### src/hdl/esau_pkg.sv
// Package for the encoder speed and angle unit: register map, reset values
// and field widths. Used by encoder_speed_angle_unit; depends on nothing.
package esau_pkg;

   localparam int WINDOW_DEFAULT = 10;

   localparam int COUNT_W  = 16;
   localparam int DELTA_W  = 17;
   localparam int SUM_W    = 20;
   localparam int ANGLE_W  = 16;
   localparam int CONV_W   = 24;
   localparam int MOD_W    = 17;

   localparam int CSR_DATA_W = 32;
   localparam int CSR_ADDR_W = 5;

   // Register index, taken from paddr[4:2].
   typedef enum logic [2:0] {
      REG_CONV_FACTOR     = 3'd0,
      REG_COUNTS_PER_REV  = 3'd1,
      REG_ANGLE_OFFSET    = 3'd2,
      REG_FORCED_ANGLE    = 3'd3,
      REG_CALIBRATED      = 3'd4,
      REG_HALL_MODE       = 3'd5,
      REG_ENCODER_PRESENT = 3'd6
   } reg_index_type;

   localparam logic [CONV_W-1:0]  CONV_FACTOR_RST     = 24'd29360;
   localparam logic [MOD_W-1:0]   COUNTS_PER_REV_RST  = 17'd4000;
   localparam logic [ANGLE_W-1:0] ANGLE_OFFSET_RST    = 16'd0;
   localparam logic [ANGLE_W-1:0] FORCED_ANGLE_RST    = 16'd0;
   localparam logic               CALIBRATED_RST      = 1'b0;
   localparam logic               HALL_MODE_RST       = 1'b1;
   localparam logic               ENCODER_PRESENT_RST = 1'b0;

endpackage

### src/hdl/encoder_speed_angle_unit.sv
// Encoder speed and electrical angle unit: top level with the APB-style
// register file, the input stage, the moving-sum datapath and the result stage.
// Depends on esau_pkg for the register map, reset values and widths.
//
// Feed sampled encoder counter values on the req_ channel. A transfer with
// req_type 0 is a capture tick: the change since the previous capture is
// formed, pulled back by counts_per_rev when it reaches half a revolution
// either way (counter wrap), stored in a ring of the last WINDOW changes, and
// the running sum of that ring is returned as rsp_speed_sum. A transfer with
// req_type 1 only reads the angle and leaves the speed state untouched. Every
// transfer returns exactly one result, in order: rsp_speed_sum (20 bit signed,
// wraps modulo 2^20) and rsp_elec_angle = (angle_offset + count*conv_factor)
// mod 65536, or forced_angle when encoder_present is 0 or when hall_mode is
// set and calibrated is still 0. Throughput is one item per clock while the
// result is taken; the transfer loads the input register, and when the result
// register is free or being emptied the item moves into it, with the whole
// wrap correction, ring update and 16x16 angle product done in the single
// step between the two registers. The ring read and write at ring_pos and the
// running-sum update happen in that step, so back-to-back captures see each
// other's state. The input register doubles as a skid stage, so a new item is
// taken while a finished result waits on rsp_ready, as long as the input
// register is free. Write registers only while the block is idle; reads are
// always allowed and pready is tied high.
module encoder_speed_angle_unit #(
   parameter int WINDOW = esau_pkg::WINDOW_DEFAULT
) (
   input  logic                                 clock,
   input  logic                                 reset,
   // input channel
   input  logic                                 req_valid,
   output logic                                 req_ready,
   input  logic                                 req_type,
   input  logic [esau_pkg::COUNT_W-1:0]         req_sample_count,
   // result channel
   output logic                                 rsp_valid,
   input  logic                                 rsp_ready,
   output logic signed [esau_pkg::SUM_W-1:0]    rsp_speed_sum,
   output logic [esau_pkg::ANGLE_W-1:0]         rsp_elec_angle,
   // configuration port
   input  logic                                 psel,
   input  logic                                 penable,
   input  logic                                 pwrite,
   input  logic [esau_pkg::CSR_ADDR_W-1:0]      paddr,
   input  logic [esau_pkg::CSR_DATA_W-1:0]      pwdata,
   output logic [esau_pkg::CSR_DATA_W-1:0]      prdata,
   output logic                                 pready
);

   localparam int POS_W = (WINDOW > 1) ? $clog2(WINDOW) : 1;
   localparam logic [POS_W-1:0] POS_LAST = POS_W'(WINDOW - 1);

   // ---------------------------------------------------------------------
   // Configuration registers
   // ---------------------------------------------------------------------
   logic [esau_pkg::CONV_W-1:0]  conv_factor_ff;
   logic [esau_pkg::MOD_W-1:0]   counts_per_rev_ff;
   logic [esau_pkg::ANGLE_W-1:0] angle_offset_ff;
   logic [esau_pkg::ANGLE_W-1:0] forced_angle_ff;
   logic                         calibrated_ff;
   logic                         hall_mode_ff;
   logic                         encoder_present_ff;

   logic                         csr_write;
   esau_pkg::reg_index_type      csr_index;

   assign pready    = 1'b1;
   assign csr_write = psel & penable & pwrite;
   assign csr_index = esau_pkg::reg_index_type'(paddr[4:2]);

   always_ff @(posedge clock) begin
      if (reset) begin
         conv_factor_ff     <= esau_pkg::CONV_FACTOR_RST;
         counts_per_rev_ff  <= esau_pkg::COUNTS_PER_REV_RST;
         angle_offset_ff    <= esau_pkg::ANGLE_OFFSET_RST;
         forced_angle_ff    <= esau_pkg::FORCED_ANGLE_RST;
         calibrated_ff      <= esau_pkg::CALIBRATED_RST;
         hall_mode_ff       <= esau_pkg::HALL_MODE_RST;
         encoder_present_ff <= esau_pkg::ENCODER_PRESENT_RST;
      end else if (csr_write) begin
         unique case (csr_index)
            esau_pkg::REG_CONV_FACTOR:     conv_factor_ff     <= pwdata[23:0];
            esau_pkg::REG_COUNTS_PER_REV:  counts_per_rev_ff  <= pwdata[16:0];
            esau_pkg::REG_ANGLE_OFFSET:    angle_offset_ff    <= pwdata[15:0];
            esau_pkg::REG_FORCED_ANGLE:    forced_angle_ff    <= pwdata[15:0];
            esau_pkg::REG_CALIBRATED:      calibrated_ff      <= pwdata[0];
            esau_pkg::REG_HALL_MODE:       hall_mode_ff       <= pwdata[0];
            esau_pkg::REG_ENCODER_PRESENT: encoder_present_ff <= pwdata[0];
            default: begin
               // drop writes to unmapped addresses
            end
         endcase
      end
   end

   // Read back the selected register, zero-extended.
   always_comb begin
      unique case (csr_index)
         esau_pkg::REG_CONV_FACTOR:     prdata = {8'd0, conv_factor_ff};
         esau_pkg::REG_COUNTS_PER_REV:  prdata = {15'd0, counts_per_rev_ff};
         esau_pkg::REG_ANGLE_OFFSET:    prdata = {16'd0, angle_offset_ff};
         esau_pkg::REG_FORCED_ANGLE:    prdata = {16'd0, forced_angle_ff};
         esau_pkg::REG_CALIBRATED:      prdata = {31'd0, calibrated_ff};
         esau_pkg::REG_HALL_MODE:       prdata = {31'd0, hall_mode_ff};
         esau_pkg::REG_ENCODER_PRESENT: prdata = {31'd0, encoder_present_ff};
         default:                       prdata = '0;
      endcase
   end

   // ---------------------------------------------------------------------
   // Handshake: input register (also the skid stage) and result register
   // ---------------------------------------------------------------------
   logic                          s1_valid_ff;
   logic                          s1_type_ff;
   logic [esau_pkg::COUNT_W-1:0]  s1_count_ff;
   logic                          rsp_valid_ff;
   logic                          advance;
   logic                          req_fire;

   // Move the held item into the result register when that register is free
   // or is being emptied in this cycle.
   assign advance   = s1_valid_ff & (~rsp_valid_ff | rsp_ready);
   assign req_ready = ~s1_valid_ff | advance;
   assign req_fire  = req_valid & req_ready;
   assign rsp_valid = rsp_valid_ff;

   always_ff @(posedge clock) begin
      if (reset) begin
         s1_valid_ff  <= 1'b0;
         rsp_valid_ff <= 1'b0;
      end else begin
         if (req_fire) begin
            s1_valid_ff <= 1'b1;
         end else if (advance) begin
            s1_valid_ff <= 1'b0;
         end
         if (advance) begin
            rsp_valid_ff <= 1'b1;
         end else if (rsp_ready) begin
            rsp_valid_ff <= 1'b0;
         end
      end
   end

   always_ff @(posedge clock) begin
      if (req_fire) begin
         s1_type_ff  <= req_type;
         s1_count_ff <= req_sample_count;
      end
   end

   // ---------------------------------------------------------------------
   // Speed datapath: wrap-corrected delta and moving sum over the ring
   // ---------------------------------------------------------------------
   logic [esau_pkg::COUNT_W-1:0]  prev_count_ff;
   logic [esau_pkg::DELTA_W-1:0]  ring_ff [WINDOW];
   logic [POS_W-1:0]              ring_pos_ff;
   logic [esau_pkg::SUM_W-1:0]    running_sum_ff;

   logic signed [18:0]            delta;
   logic signed [18:0]            modulus;
   logic signed [18:0]            half;
   logic signed [18:0]            corrected;
   logic [esau_pkg::DELTA_W-1:0]  stored;
   logic [esau_pkg::DELTA_W-1:0]  evicted;
   logic [esau_pkg::SUM_W-1:0]    sum_in;
   logic [POS_W-1:0]              ring_pos_in;
   logic                          capture;

   assign capture = advance & ~s1_type_ff;

   always_comb begin
      delta   = $signed({3'b000, s1_count_ff}) - $signed({3'b000, prev_count_ff});
      modulus = $signed({2'b00, counts_per_rev_ff});
      half    = $signed({3'b000, counts_per_rev_ff[16:1]});
      // Pull back a change of half a revolution or more by one revolution.
      priority if (delta >= half) begin
         corrected = delta - modulus;
      end else if (delta <= -half) begin
         corrected = delta + modulus;
      end else begin
         corrected = delta;
      end
      stored  = corrected[16:0];
      evicted = ring_ff[ring_pos_ff];
      sum_in  = running_sum_ff
              + {{(esau_pkg::SUM_W - esau_pkg::DELTA_W){stored[16]}}, stored}
              - {{(esau_pkg::SUM_W - esau_pkg::DELTA_W){evicted[16]}}, evicted};
      ring_pos_in = (ring_pos_ff == POS_LAST) ? '0 : ring_pos_ff + 1'b1;
   end

   always_ff @(posedge clock) begin
      if (reset) begin
         prev_count_ff  <= '0;
         ring_pos_ff    <= '0;
         running_sum_ff <= '0;
         for (int i = 0; i < WINDOW; i++) begin
            ring_ff[i] <= '0;
         end
      end else if (capture) begin
         prev_count_ff         <= s1_count_ff;
         ring_pos_ff           <= ring_pos_in;
         running_sum_ff        <= sum_in;
         ring_ff[ring_pos_ff]  <= stored;
      end
   end

   // ---------------------------------------------------------------------
   // Angle datapath: only the low 16 bits of the product matter
   // ---------------------------------------------------------------------
   logic [31:0]                   angle_product;
   logic [esau_pkg::ANGLE_W-1:0]  angle_scaled;
   logic [esau_pkg::ANGLE_W-1:0]  angle_sel;
   logic                          use_forced;

   always_comb begin
      angle_product = s1_count_ff * conv_factor_ff[15:0];
      angle_scaled  = angle_offset_ff + angle_product[15:0];
      use_forced    = ~encoder_present_ff | (hall_mode_ff & ~calibrated_ff);
      angle_sel     = use_forced ? forced_angle_ff : angle_scaled;
   end

   // ---------------------------------------------------------------------
   // Result register
   // ---------------------------------------------------------------------
   logic [esau_pkg::SUM_W-1:0]    rsp_sum_ff;
   logic [esau_pkg::ANGLE_W-1:0]  rsp_angle_ff;

   always_ff @(posedge clock) begin
      if (advance) begin
         rsp_sum_ff   <= s1_type_ff ? running_sum_ff : sum_in;
         rsp_angle_ff <= angle_sel;
      end
   end

   assign rsp_speed_sum  = $signed(rsp_sum_ff);
   assign rsp_elec_angle = rsp_angle_ff;

`ifndef SYNTH
   // Ring pointer never leaves the window.
   a_pos_in_window: assert property (@(posedge clock) disable iff (reset)
      32'(ring_pos_ff) < WINDOW)
      else $error("ring pointer outside window");

   // An angle read leaves the speed state alone.
   a_read_keeps_sum: assert property (@(posedge clock) disable iff (reset)
      advance && s1_type_ff |=> $stable(running_sum_ff) && $stable(ring_pos_ff))
      else $error("angle read changed speed state");

   // A capture makes its count the new reference.
   a_capture_prev: assert property (@(posedge clock) disable iff (reset)
      capture |=> prev_count_ff == $past(s1_count_ff))
      else $error("previous count not updated on capture");

   // An item moved out of the input register shows up as a result.
   a_advance_result: assert property (@(posedge clock) disable iff (reset)
      advance |=> rsp_valid_ff)
      else $error("advanced item did not reach result register");

   // Backpressure only when both stages are full.
   a_ready_low_full: assert property (@(posedge clock) disable iff (reset)
      !req_ready |-> s1_valid_ff && rsp_valid_ff && !rsp_ready)
      else $error("input stalled without full pipeline");
`endif

endmodule
### config.mk
export PLATFORM = sky130hd
export DESIGN_NAME = encoder_speed_angle_unit
export DESIGN_NICKNAME = d
export VERILOG_FILES = /design/src/hdl/esau_pkg.sv /design/src/hdl/encoder_speed_angle_unit.sv
export SDC_FILE = /design/constraint.sdc
export NUM_CORES = 1
export LEC_CHECK = 0
export BUFFER_PORTS_ARGS = -buffer_cell sky130_fd_sc_hd__buf_2
export CORE_MARGIN = 4
export CORE_UTILIZATION = 55
export DETAILED_ROUTE_END_ITERATION = 6
export GPL_ROUTABILITY_DRIVEN = 0
export PLACE_DENSITY = 0.77
export SETUP_SLACK_MARGIN = 0.15
export SYNTH_ARGS = -nofsm -noshare
export SYNTH_HDL_FRONTEND = slang
export SYNTH_SLANG_ARGS = --single-unit
### constraint.sdc
create_clock -name clock -period 14.8 [get_ports clock]
set_input_delay 1.48 -clock clock [delete_from_list [all_inputs] [get_ports clock]]
set_output_delay 1.48 -clock clock [all_outputs]
set_load 0.1 [all_outputs]
Yosys cells after proc, flatten, opt, wreduce, memory -nomap -nowiden --
Memories as Yosys holds them, arrays and structs flattened. A register that Yosys moved wholly into a read port is not among the register bits. Cells that the tools add are included.
Operators by class: $add $sub $neg 8, equal/unequal tests 7, reduce and logical (&&, ||, !) cells 11, muxes and demuxes 20, order comparisons 2, multipliers 1, bitwise logic cells 14
Operator list (number):
- $pmux W24 S7 | 1
- $mux W17 | 3
- $add A20 B20 Y20 | 1
- $mux W20 | 1
- $sub A20 B20 Y20 | 1
- $le A17 B19 Y1 | 1
- $neg A16 Y19 | 1
- $add A17 B17 Y17 | 1
- $ge A17 B17 Y1 | 1
- $reduce_or A17 Y1 | 1
- $sub A16 B16 Y17 | 1
- $sub A17 B17 Y17 | 1
- $add A16 B16 Y16 | 1
- $mul A16 B16 Y16 | 1
- $mux W16 | 1
- $mux W4 | 4
- $reduce_and A2 Y1 | 7
- $mux W1 | 10
- $eq A3 B3 Y1 const B | 3
- $and A1 B1 Y1 | 6
- $eq A3 B2 Y1 const B | 2
- $not A1 Y1 | 5
- $add A4 B1 Y4 const B | 1
- $eq A4 B4 Y1 const B | 1
- other kinds (4) | 7
Word-level totals: RAM bits 170, output and inout port bits 71, memories 1, input bits 61, register bits 171
Memory list:
- ring_ff | depth 10, width 17, read ports 1, clocked after Yosys merged registers in 1, write ports 10, line encoder_speed_angle_unit.sv:155 | logic [esau_pkg::DELTA_W-1:0] ring_ff [WINDOW];

Longest topological paths before layout --
Gate-level depths: netlist of the first run.
depth after elaboration 9, mapped depth 36, depth with buffers taken out 33

Worst setup path after synthesis of the first run --
No wires, ideal clock.
path type register -> register, from reg s1_count_ff[0] (netlist name), to reg rsp_sum_ff (netlist bit rsp_speed_sum[19]) (data pin), slack 7.351 ns, path buffers 3, clock period less this slack 7.449 ns, arrival 7.189 ns, stages on the path, launching flop included 35, cell sequence edfxtp_1 -> clkbuf_1 -> inv_1 -> ha_1 -> fa_1 -> nor2b_1 -> o31ai_2 -> a211oi_1 -> nor2b_1 -> xnor2_1 -> ha_1 -> and4_1 -> nand4_1 -> a31oi_1 -> a2111o_1 -> maj3_1 -> o2111a_2 -> o22ai_4 -> buf_6 -> mux2i_1 -> mux2i_1 -> buf_2 -> fa_1 -> inv_1 -> ha_1 -> a21o_1 -> a21oi_1 -> o21a_1 -> o41ai_1 -> o211ai_1 -> a311oi_1 -> a211oi_1 -> xnor2_1 -> xnor2_1 -> mux2_2
Between the ends: word-level cells in the longest chain between the ends 7, elaborated cells between the ends (all ways) 10, those cells by class add/sub: 5; order compare: 2; mux: 3
RTL lines:
- from (decl) | line encoder_speed_angle_unit.sv:114 | logic [esau_pkg::COUNT_W-1:0] s1_count_ff;
- from (signal assigned) | line encoder_speed_angle_unit.sv:147 | s1_count_ff <= req_sample_count;
- $sub A16 B16 Y17 (*) | line encoder_speed_angle_unit.sv:172 | delta = $signed({3'b000, s1_count_ff}) - $signed({3'b000, prev_count_ff});
- $add A17 B17 Y17 or $le A17 B19 Y1 (tied branches) | line encoder_speed_angle_unit.sv:179, encoder_speed_angle_unit.sv:178
- $mux W17 | line encoder_speed_angle_unit.sv:178 | end else if (delta <= -half) begin
- $mux W17 (*) | line encoder_speed_angle_unit.sv:176 | priority if (delta >= half) begin
- $add A20 B20 Y20 (*) | line encoder_speed_angle_unit.sv:186 | + {{(esau_pkg::SUM_W - esau_pkg::DELTA_W){stored[16]}}, stored}
- $sub A20 B20 Y20 (*) | line encoder_speed_angle_unit.sv:187 | - {{(esau_pkg::SUM_W - esau_pkg::DELTA_W){evicted[16]}}, evicted};
- $mux W20 (*) | line encoder_speed_angle_unit.sv:230 | rsp_sum_ff <= s1_type_ff ? running_sum_ff : sum_in;
- to (signal assigned) | line encoder_speed_angle_unit.sv:230
- to (decl) | line encoder_speed_angle_unit.sv:225 | logic [esau_pkg::SUM_W-1:0] rsp_sum_ff;
Mark *: on every way between the ends. The rest lies on a longest branch, timed or not. A chain may end at the register's enable or synchronous reset.

Worst setup path after layout of the first run --
from reg s1_count_ff[1] (netlist name), to reg rsp_sum_ff (netlist bit rsp_speed_sum[19]) (data pin)
The elaborated chain is that of the path after synthesis.

==> qor.yml, run 1 <==
outcome: "finished clean"
via_count: 20200
area_delta_synth_final_pct: 9.30
ir_drop_v: 0.0000865
port_buffers: 112
synth_seq_area_share: 0.443
place_hpwl_microns: 50600
p_per_area_nw_per_um2: 133
post_cts_resized: 0
yosysTopAreaCellShare: 0.354
cts-htree-levels: 2
die-area_sq_um: 53800
drtIter0Drc: 2317
min_period_over_period: 0.686
synthTopCellsByArea: "edfxtp_1 (35%), dfxtp_1 (8.9%), fa_1 (8.4%)"
end_kind: "flop"
synth.most_common_cell: "nand2_1"
crit_slowest_cell: "o22ai_1"
fin_crit_ps: 10150
antenna_found_initial: 0
antennaDiodeCount: 0
first_global_vias: 20500
cts_sinks: 447
overflow: 0
io_pins: 132
rows: 81
clkTransAtPathRegs_ps: 60
synth-async-reset-ratio: 0
setup_viol: 0
avgSynthCellArea_sq_um: 10.7
postCtsSetupBuffers: 0
synth_top_cell_by_area: "edfxtp_1"
cts_buffers: 47
nFillCells: 3785
wirelength_microns: 74600
grt.total_usage: 0.279
fp.coreArea_sq_um: 49300
clk_path_buf_depth: 3
slowest_delay_ps: 1110
drv_slew: 0
max-cap-violations: 0
rsz0062_at_grt: "false"
cp-start-kind: "flop"
drive_gt1_frac: 0.138
synth-seq-cells: 447
synth-edff-count: 325
grt_pass1_wl_microns: 117000
cts_hold_buf: 0
firstDrtPassIters: 7
syn-cell-area_sq_um: 27600
ys_types: 85
worst-setup-path-type: "reg -> reg"
max-slew-margin-rel: 0.173
min_path_type: "reg -> reg"
initial_utilization: 0.560
fmaxAchievable_ghz: 0.0986
finalHoldViolCount: 0
cts-root-buf: "clkbuf_16"
cp.arrival_ps: 10460
tightest_slew_ps: 1240
ant_nets: 0
setup_tns_ps: 0
clkLatencyLatePin_ps: 610
die_x_microns: 232
design_area_sq_um: 30100
wl_per_cell_microns: 22.5
worst-path-max-fanout: 45
synth_common_cells: "nand2_1 (352), edfxtp_1 (325), nor2_1 (255)"
cts_tree: "built"
final_nets: 2952
leakagePower_nw: 11.8
yosys_warnings: 0
postPlaceCellArea_sq_um: 28600
netlist_instances: 2568
synthFlopType: "edfxtp_1"
vias_per_cell: 6.07
drc: 0
die_h_microns: 232
skew_ps: 41.0
required_ps: 15120
grt_start_max_net_pins: 100
[where the power goes]
group,internal (mW),switching (mW)
registers,1.41,0.0375
clock network,0.681,0.503
logic,0.484,0.896
total,2.57,1.44
[worst paths after layout]
| kind | start | endpoint | slack, ps | cells after the start |
|---|---|---|---|---|
| max | s1_count_ff[1] | rsp_speed_sum[19] | 4650 | 30 |
| min | prev_count_ff[7] | prev_count_ff[7] | 450 | 2 |
| max reg2reg | s1_count_ff[1] | rsp_speed_sum[19] | 4650 | 30 |
| min reg2reg | prev_count_ff[7] | prev_count_ff[7] | 450 | 2 |
[layout by cell type (no fill, tap or decap), types with 11 or more instances in the layout]
master | Yosys | layout
xnor2_1 | 66 | 66
nor2_1 | 255 | 254
dfxtp_1 | 122 | 120
ha_1 | 153 | 153
buf_2 | 8 | 111
buf_4 | 14 | 35
nand2b_1 | 22 | 21
a21oi_1 | 147 | 147
clkbuf_1 | 105 | 13
fa_1 | 116 | 116
clkbuf_16 | 0 | 48
a21o_1 | 13 | 13
and3_1 | 11 | 11
nor3_1 | 37 | 35
o21bai_1 | 13 | 13
xor2_1 | 21 | 21
nand2_1 | 352 | 352
nand3_1 | 22 | 22
a31oi_1 | 13 | 13
a311oi_1 | 13 | 13
mux4_2 | 85 | 85
and2_1 | 69 | 69
o21ai_0 | 70 | 70
inv_1 | 253 | 253
nor3_2 | 11 | 13
nor2b_1 | 21 | 21
o21a_1 | 17 | 17
edfxtp_1 | 325 | 325
a22oi_1 | 33 | 33
[sequential cells by signal, summed over array words and instances (netlist names), 17 cells and up, named ones only]
signal,flops
ring_ff,272
running_sum_ff,20
counts_per_rev_ff,17
rsp_speed_sum,20
conv_factor_ff,24
[stage by stage]
stage / utilization / total power [mW] / setup slack [ps] / hold WS (ps) / cells
2_1_floorplan: - / 2.51 / 7350 / 432 / 2575
3_3_place_gp: 0.580 / 2.76 / 5290 / 440 / 3237
3_5_place_dp: 0.580 / 2.81 / 5110 / 445 / 3237
4_1_cts: 0.612 / 3.99 / 5010 / 456 / 3322
5_1_grt: 0.612 / 4.20 / 4160 / 474 / 3322
6_report: 0.612 / 4.01 / 4650 / 455 / 3322
[per-layer routing]
metal | GRT usage | vias to the layer above | wire (microns)
met2 | 0.454 | 1123 | 35500
met1 | 0.374 | 9866 | 29100
met3 | 0.0581 | 218 | 7250
met5 | 0 | - | 0
li1 | - | 8965 | -
met4 | 0.0996 | 0 | 2830
[critical path, delay by kind of cell, from the launching register on]
kind / cells / cell delay, ps
AND/OR/NAND/NOR: 4 / 850
XOR/XNOR: 3 / 700
adder cells (fa/ha/maj): 4 / 1490
AO/OA/AOI/OAI: 15 / 4860
buffers and inverters: 3 / 700
flip-flops: 1 / 920
multiplexers: 1 / 310
[cell type report]
type | count | area [sq um] | share of cell area
Timing Repair Buffer | 146 | 818 | 0.0272
Inverter | 256 | 961 | 0.0319
Sequential cell | 447 | 12200 | 0.405
Clock inverter | 22 | 270 | 0.00897
Multi-Input combinational cell | 1724 | 13800 | 0.457
Tap cell | 664 | 831 | 0.0276
Clock buffer | 63 | 1280 | 0.0424
[cell families (layout without fill, tap and decap cells)]
kind of cell | after synthesis | count (layout) | share of synthesized area
other | 2 | 9 | 0.000272
muxes | 99 | 99 | 0.0755
AOI/OAI and AO/OA | 411 | 411 | 0.100
xor gates and xnor gates | 90 | 90 | 0.0296
buffers and inverters | 404 | 487 | 0.0603
and+or+nand+nor | 845 | 845 | 0.137
adders and majority gates | 270 | 270 | 0.154
DFF | 447 | 447 | 0.443
(Power assumes the default switching activity.)
==> inputs of run 2 (changes only) <==
--- a/config.mk
+++ b/config.mk
@@ -5,12 +5,13 @@
 export SDC_FILE = /design/constraint.sdc
 export NUM_CORES = 1
 export LEC_CHECK = 0
+export ABC_AREA = 1
 export BUFFER_PORTS_ARGS = -buffer_cell sky130_fd_sc_hd__buf_2
 export CORE_MARGIN = 4
 export CORE_UTILIZATION = 55
 export DETAILED_ROUTE_END_ITERATION = 6
 export GPL_ROUTABILITY_DRIVEN = 0
-export PLACE_DENSITY = 0.77
+export PLACE_DENSITY = 0.79
 export SETUP_SLACK_MARGIN = 0.15
 export SYNTH_ARGS = -nofsm -noshare
 export SYNTH_HDL_FRONTEND = slang
==> constraint.sdc (replaced) <==
create_clock -name clock -period 9 [get_ports clock]
set_input_delay 0.9 -clock clock [delete_from_list [all_inputs] [get_ports clock]]
set_output_delay 0.9 -clock clock [all_outputs]
set_load 0.1 [all_outputs]
==> run 2 against run 1 <==
  * The flow now finishes with violations (design-rule violations)
  * Worst setup slack lost 3400 ps
  * Register-to-register slack lost 3400 ps
  * Critical path depth grew 10
  * Design area grew 0.30%
  * Largest cell class unchanged
  * Largest power group is now combinational cells
==> qor.yml, run 2 <==
finalHoldViolCount: 0
swShare: 0.375
hold_slack_ps: 456
cp-start-kind: "flop"
end_kind: "flop"
synth_top_cell_by_area: "edfxtp_1"
synthFlopType: "edfxtp_1"
netlist_instances: 3099
rsz0062_at_grt: "false"
post_cts_resized: 0
rows: 81
cts-htree-levels: 2
setup_tns_ps: 0
design_area_sq_um: 30200
ir_drop_v: 0.000250
wl_per_cell_microns: 19.6
clk_path_buf_depth: 3
port_buffers: 112
vias_per_cell: 5.88
clkTransAtPathRegs_ps: 60
postPlaceCellArea_sq_um: 28700
min_period_over_period: 0.863
layout_common_cells: "nand2_1 (482), nor2_1 (414), inv_1 (403)"
internal_power_mw: 4.26
via_count: 22700
worst-setup-path-type: "reg -> reg"
syn-cell-area_sq_um: 27600
startpoint: "s1_count_ff[4]"
r2r_start: "s1_count_ff[4]"
place_hpwl_microns: 53200
cts-root-buf: "clkbuf_16"
fin_crit_ps: 7770
min_path_type: "reg -> reg"
die_h_microns: 232
p_seq_frac: 0.351
ys_types: 53
top_register: "ring_ff"
clockPowerShare: 0.290
grt.total_usage: 0.279
cts_tree: "built"
pwr-share-comb: 0.359
final_nets: 3480
tightest_slew_ps: 1200
outcome: "finished with violations"
firstDrtPassIters: 7
initial_utilization: 0.561
p_per_area_nw_per_um2: 225
avgSynthCellArea_sq_um: 8.91
synth-async-reset-ratio: 0
setup_viol: 0
area_delta_synth_final_pct: 9.44
drtIter0Drc: 2752
drive_gt1_frac: 0.0910
ant_nets: 0
slowest_delay_ps: 740
antenna_found_initial: 0
crit_slowest_cell: "edfxtp_1"
io_pins: 132
reg_top3: "ring_ff (272), conv_factor_ff (24)"
postCtsSetupBuffers: 0
skew_ps: 18.8
grt_pass1_wl_microns: 119000
synth_seq_area_share: 0.442
first_global_vias: 22200
largest_reg_flops: 272
max-cap-violations: 0
yosys_warnings: 0
drv_slew: 0
synth-seq-cells: 447
failed_checks: "design-rule violations"
max-slew-margin-rel: 0.198
leakagePower_nw: 13.0
synth-edff-count: 325
antennaDiodeCount: 0
fp.coreArea_sq_um: 49300
worst-path-max-fanout: 19
drc: 1
synth_common_cells: "nand2_1 (482), nor2_1 (415), inv_1 (404)"
power_switching_mw: 2.56
cts_buffers: 46
grt_start_max_net_pins: 87
required_ps: 9320
yosysTopAreaCellShare: 0.353
cts_hold_buf: 0
hp-start: "conv_factor_ff[22]"
fmaxAchievable_ghz: 0.129
final_common_cell: "nand2_1"
synthTopCellsByArea: "edfxtp_1 (35%), dfxtp_1 (8.8%), fa_1 (8.4%)"
cp_common_cell: "nand2_1"
die-area_sq_um: 53900
wirelength_microns: 75700
synth.most_common_cell: "nand2_1"
clkLatencyLatePin_ps: 590
cp.arrival_ps: 8090
die_x_microns: 232
overflow: 0
cts_sinks: 447
-- run 2: cell types whose count changed after synthesis, sizes merged, moves of 39 or more --
cell	before	now
xor2	21	60
nand3	23	99
nand2	352	497
nor2	256	426
mux4	85	0
inv	256	419
o21ai	73	308
and2	71	2
o221ai	2	51
-- run 2: worst paths after layout --
path | cells after the start | endpoint | slack, ps
worst max-delay path | 40 | rsp_speed_sum[14] | 1230
worst max register to register | 40 | rsp_speed_sum[14] | 1230
worst min register to register | 2 | conv_factor_ff[22] | 460
worst min-delay path | 2 | conv_factor_ff[22] | 460
-- run 2: stage by stage --
step / power [mW] / worst slack (ps) / utilization / cells
floorplan: 4.26 / 2710 / - / 3106
global placement: 4.76 / 1550 / 0.582 / 3766
detailed placement: 4.84 / 1330 / 0.582 / 3766
CTS: 6.79 / 1310 / 0.614 / 3852
global route: 7.18 / 551 / 0.614 / 3852
finish: 6.81 / 1230 / 0.614 / 3852
-- run 2: final cells by class --
cell class	count	area [sq um]
clock buffer	58	1220
clock inverter	28	343
fill	3945	19000
inverter	427	1600
multi-input combinational	2089	13300
sequential	447	12200
tap	664	831
timing repair buffer	139	763
-- run 2: cell families (layout without fill, tap and decap cells) --
logic type	count (synthesis)	after routing	share of synthesized area
AND/OR/NAND/NOR	1090	1090	0.164
AO/OA/AOI/OAI	630	630	0.132
buffers and inverters	570	652	0.0797
flip-flops	447	447	0.442
adder cells (fa/ha/maj)	269	269	0.153
XOR/XNOR	91	91	0.0289
other	2	9	0.000272
-- run 2: routing by layer --
layer / up-vias / track usage / part of all wire
met4: 0 / 0.135 / 0.056
li1: 10400 / - / -
met5: - / 0 / 0
met3: 246 / 0.0470 / 0.086
met1: 10700 / 0.350 / 0.37
met2: 1288 / 0.472 / 0.48
-- run 2: power by group through the flow --
| stage | Sequential, mW | Clock [mW] | Combinational [mW] |
|---|---|---|---|
| 4_1_cts | 2.39 | 1.98 | 2.42 |
| 5_1_grt | 2.40 | 2.07 | 2.71 |
| 6_report | 2.39 | 1.97 | 2.45 |
| 3_3_place_gp | 2.43 | 0 | 2.33 |
| 3_5_place_dp | 2.44 | 0 | 2.40 |
| 2_1_floorplan | 2.64 | 0 | 1.62 |
-- run 2: critical path, delay by kind of cell, from the launching register on --
family / cells / cell delay (ps)
simple gates: 20 / 2230
compound gates: 9 / 1610
fa+ha+maj: 5 / 1620
buf+inv: 5 / 800
flops: 1 / 740
xor+xnor: 1 / 440
